`src/color_mask_threshold_dilate_defines.svh`:
```
// assertion macros for the color mask threshold dilate block
`ifndef COLOR_MASK_THRESHOLD_DILATE_DEFINES_SVH
`define COLOR_MASK_THRESHOLD_DILATE_DEFINES_SVH

// same-cycle implication, checked on clk, disabled while rst_n is low
`define CMTD_ASSERT_IMP(name, ante, cons, msg) \
  name: assert property (@(posedge clk) disable iff (!rst_n) (ante) |-> (cons)) \
    else $error(msg);

// next-cycle implication, checked on clk, disabled while rst_n is low
`define CMTD_ASSERT_NXT(name, ante, cons, msg) \
  name: assert property (@(posedge clk) disable iff (!rst_n) (ante) |=> (cons)) \
    else $error(msg);

`endif

```
`src/cmtd_pkg.sv`:
```
// shared types and constants for the color mask threshold dilate block
package cmtd_pkg;

  // counter and register widths
  localparam int CNT_W       = 12;
  localparam int CHAN_W      = 8;
  localparam int CFG_IDX_W   = 3;
  localparam int CFG_DATA_W  = 12;
  localparam int STORE_W     = 2;
  localparam int WIN_W       = 9;

  // default line store depth
  localparam int MAX_WIDTH_DEF = 2048;

  // configuration register indexes
  localparam logic [CFG_IDX_W-1:0] REG_TEAM_COLOR  = 3'd0;
  localparam logic [CFG_IDX_W-1:0] REG_COLOR_THR   = 3'd1;
  localparam logic [CFG_IDX_W-1:0] REG_PURITY_THR  = 3'd2;
  localparam logic [CFG_IDX_W-1:0] REG_BRIGHT_THR  = 3'd3;
  localparam logic [CFG_IDX_W-1:0] REG_FRAME_WIDTH = 3'd4;
  localparam logic [CFG_IDX_W-1:0] REG_FRAME_HEIGHT = 3'd5;

  // reset values of the configuration registers
  localparam logic              RST_TEAM_COLOR   = 1'b0;
  localparam logic [CHAN_W-1:0] RST_COLOR_THR    = 8'd40;
  localparam logic [CHAN_W-1:0] RST_PURITY_THR   = 8'd20;
  localparam logic [CHAN_W-1:0] RST_BRIGHT_THR   = 8'd80;
  localparam logic [CNT_W-1:0]  RST_FRAME_WIDTH  = 12'd640;
  localparam logic [CNT_W-1:0]  RST_FRAME_HEIGHT = 12'd480;

  // team color codes
  localparam logic TEAM_BLUE = 1'b1;

  // item opcode: drain tick
  localparam logic OP_DRAIN = 1'b1;

  typedef struct packed {
    logic              op;
    logic [CHAN_W-1:0] blue;
    logic [CHAN_W-1:0] green;
    logic [CHAN_W-1:0] red;
  } in_beat_t;

  typedef struct packed {
    logic mask;
    logic frame_last;
  } out_beat_t;

  // per-item control carried from the input stage to the window stage
  typedef struct packed {
    logic mark;
    logic has_out;
    logic use_top;
    logic use_bot;
    logic use_left;
    logic use_right;
    logic last;
  } stage_flags_t;

endpackage

```
`src/cmtd_ram.sv`:
```
// generic single write port, single read port ram with registered read
module cmtd_ram #(
  parameter int WIDTH = cmtd_pkg::STORE_W,
  parameter int DEPTH = cmtd_pkg::MAX_WIDTH_DEF
) (
  input  logic                     clk,
  input  logic                     we,
  input  logic [$clog2(DEPTH)-1:0] waddr,
  input  logic [WIDTH-1:0]         wdata,
  input  logic                     re,
  input  logic [$clog2(DEPTH)-1:0] raddr,
  output logic [WIDTH-1:0]         rdata
);

  logic [WIDTH-1:0] mem_r [DEPTH];
  logic [WIDTH-1:0] rdata_r;

  // write port
  always_ff @(posedge clk) begin
    if (we) begin
      mem_r[waddr] <= wdata;
    end
  end

  // registered read, old data on a same-address write
  always_ff @(posedge clk) begin
    if (re) begin
      rdata_r <= mem_r[raddr];
    end
  end

  assign rdata = rdata_r;

endmodule

```
`config.mk`:
```
export PLATFORM = sky130hd
export DESIGN_NAME = cmtd_ram
export DESIGN_NICKNAME = d
export VERILOG_FILES = /design/src/color_mask_threshold_dilate_defines.svh /design/src/cmtd_pkg.sv /design/src/cmtd_ram.sv
export SDC_FILE = /design/constraint.sdc
export NUM_CORES = 2
export LEC_CHECK = 0
export ABC_CLOCK_PERIOD_IN_PS = 3950
export BUFFER_PORTS_ARGS = -buffer_cell sky130_fd_sc_hd__buf_2
export CAP_MARGIN = 25
export CELL_PAD_IN_SITES_DETAIL_PLACEMENT = 1
export CELL_PAD_IN_SITES_GLOBAL_PLACEMENT = 2
export CORE_UTILIZATION = 48
export DETAILED_ROUTE_END_ITERATION = 8
export PLACE_DENSITY_LB_ADDON = 0.15
export SLEW_MARGIN = 20
export SYNTH_ARGS = -nofsm -noshare
export SYNTH_HDL_FRONTEND = slang
export SYNTH_SLANG_ARGS = --single-unit
```
`constraint.sdc`:
```
create_clock -name clk -period 3.95 [get_ports clk]
set_input_delay 0.5925 -clock clk [delete_from_list [all_inputs] [get_ports clk]]
set_output_delay 0.5925 -clock clk [all_outputs]
set_load 0.02 [all_outputs]
```
==> metrics.yaml <==
status: "finished clean"
die-area_mm2: 0.354
wl_met2_mm: 265
synth_cell_types: 80
worstPathArrival_ps: 4530
synth_top_area_cell: "edfxtp_1"
ir_drop_uv: 378
yosysWarnings: 0
drive_above_1_share_pct: 20.7
max_freq_ghz: 0.271
io_pins: 29
numPortBuffers: 28
total_power_mw: 92.6
cts.sinks: 4098
crit_required_ps: 4790
wl_mm: 564
path_delay_family: "simple AND/OR/NAND/NOR gates"
routed_via_density: 6.41
ys_ff_latch: 4098
cp-end-kind: "flop"
place.gp.congestion: 0.880
wl_met1_mm: 229
die_x_um: 595
tightest_slew_ps: 1140
cts_resized: 0
syn-cell-area_mm2: 0.169
root_buffer: "clkbuf_16"
grt_setup_unrepaired: "no"
clk_pin_slew_ps: 60
syn-instance-count: 10200
route.top_layer_used: "met5"
drc: 0
synth.most_common_cell: "edfxtp_1"
antenna_left: 0
reg2reg_depth: 14
dp_hpwl_mm: 355
core-area_mm2: 0.350
vias: 101000
synth-edff-count: 4098
place_area_mm2: 0.180
grt_pass1_wl_mm: 790
fin_area_mm2: 0.194
synth-main-ff-cell: "edfxtp_1"
syn_nets: 10200
min_path_type: "input port to flop"
grt_max_degree: 202
relSlewSlack_pct: 23.7
max_cap_violations: 0
wl_met3_mm: 50.9
rows: 217
synthTopCellsByArea: "edfxtp_1 73%, mux4_2 8.2%, nor2_1 4.8%, mux2i_1 4.7%, o221ai_1 1.3%"
hold_ws_ps: 67.1
skew_ps: 32.0
drv_slew: 0
drtPass1Iterations: 5
path_depth: 15
synth.avg_cell_area_um2: 16.6
fin_crit_ps: 3690
crit_path_top_delay_cell: "nor4_1"
synth_commonest_cells: "4098 x edfxtp_1, 2181 x nor2_1, 798 x mux2i_1"
critPathLaunchType: "input port"
clkLatencyLatePin_ps: 1000
htreeDepth: 5
cts_inserted_buffers: 428
die_height_um: 595
avgRoutedWirePerCell_um: 35.9
fin_crit_sh_pct: 93.5
critPathBufInv: 6
clock_path_buffers: 4
worstSetupPathType: "input port to flop"
overflow: 0
crit_chain: "buf_12, buf_12, buf_12, buf_4, mux2i_1, o221ai_1, a21oi_1, nor4_1, nand4_1, nor4_1, buf_4, nand4_1, o41ai_1, buf_4, or3_1"
p_per_area_mw_per_mm2: 478
grt_pass1_vias: 104000
p_leak_nw: 61.4
async_flop_share_pct: 0
synth-seq-area-share_pct: 72.9
crit_fanout: 17
area_delta_synth_final_pct: 14.7
netlist.area_leader.share_pct: 72.9
initial_core_util_pct: 48.3
cts_tree: "built"
antenna_found_initial: 73
setup_viol: 0
hold_viol: 0
utilization_pct: 55.4
track_usage_pct: 31.5
critPathMaxStageDelay_ps: 680
fin_nets: 10800
hold-path-cell-count: 1
post-cts-setup-buffers: 0
drt_iter0_drc: 13400
## what timing repair did
| action | in CTS | in global routing |
|---|---|---|
| endpoints found under the setup margin | 0 | 0 |
| hold endpoints to repair | 2 | 0 |
| hold buffers | 1 | 0 |
## power by group
part	internal (mW)	total (mW)	switching [mW]	leakage, nW
clock	22.7	39.6	17.0	6.60
sequential	47.8	47.9	0.0155	36.8
combinational	1.78	5.12	3.34	18.0
## path summary, 6_finish.rpt
| kind | startpoint | endpoint | slack [ps] |
|---|---|---|---|
| max | raddr[0] | rdata[0] | 260 |
| min | wdata[0] | mem_r[910][0] | 70 |
| max reg2reg | mem_r[1465][0] | rdata[0] | 330 |
| min reg2reg | mem_r[246][0] | rdata[0] | 1340 |
## worst reg2reg max path, cell delays in order (launching register included)
cell      delay (ps)
edfxtp_1         320
mux2i_1           70
buf_4            150
o221ai_1         180
buf_4            150
a21oi_1           50
o21ai_0          510
buf_4            220
nand4_1          460
a21oi_1          310
nand4_1          180
buf_4            260
o41ai_1          370
buf_4            170
or3_1             90
## cell families after synthesis
logic type,share of synthesized area [%]
AO/OA/AOI/OAI,3.78
flip-flops,72.9
AND/OR/NAND/NOR,6.87
buffers and inverters,3.00
multiplexers,13.5
## routing by layer
layer / up-vias / track usage (%)
met5: - / 0
met3: 859 / 5.35
met2: 4859 / 50.2
li1: 41000 / -
met4: 12 / 9.59
met1: 54000 / 44.9
## placed cells by master, fill, tap and decap left out, drive strengths merged, types with 11 or more instances in the layout
cell	instances
buf	998
o22ai	178
clkinv	193
nand2	230
nand4	26
a2111oi	28
or3	11
mux2	22
inv	14
a211oi	63
a31oi	19
mux4	639
nor3	164
o21ai	123
nand3	81
o221ai	254
nor4	61
mux2i	798
a21oi	149
and2	20
clkbuf	524
bufinv	39
or4	11
and3	11
o31ai	15
nor2	2181
nor2b	12
diode	23
edfxtp	4098
## per-stage QoR
stage | TNS, ps | setup slack (ps) | instances
after floorplan | 0 | 877 | 10200
after global placement | -1840 | -1340 | 14900
after CTS | 0 | 243 | 15700
final | 0 | 255 | 15700
after global routing | 0 | 175 | 15700
after detailed placement | -1290 | -771 | 14900
## final cells by class
type | instances | area, µm²
timing repair buffer | 999 | 9940
tap | 4599 | 5750
multi-input combinational | 5219 | 41300
antenna | 23 | 57.6
clock inverter | 252 | 2250
fill | 31800 | 156000
sequential | 4098 | 123000
inverter | 4 | 27.5
clock buffer | 524 | 11300
## state kept, by name, summed over array words and instances, names as in the netlist
name,count
rdata,2
mem_r,4096
(Power assumes the default switching activity.)
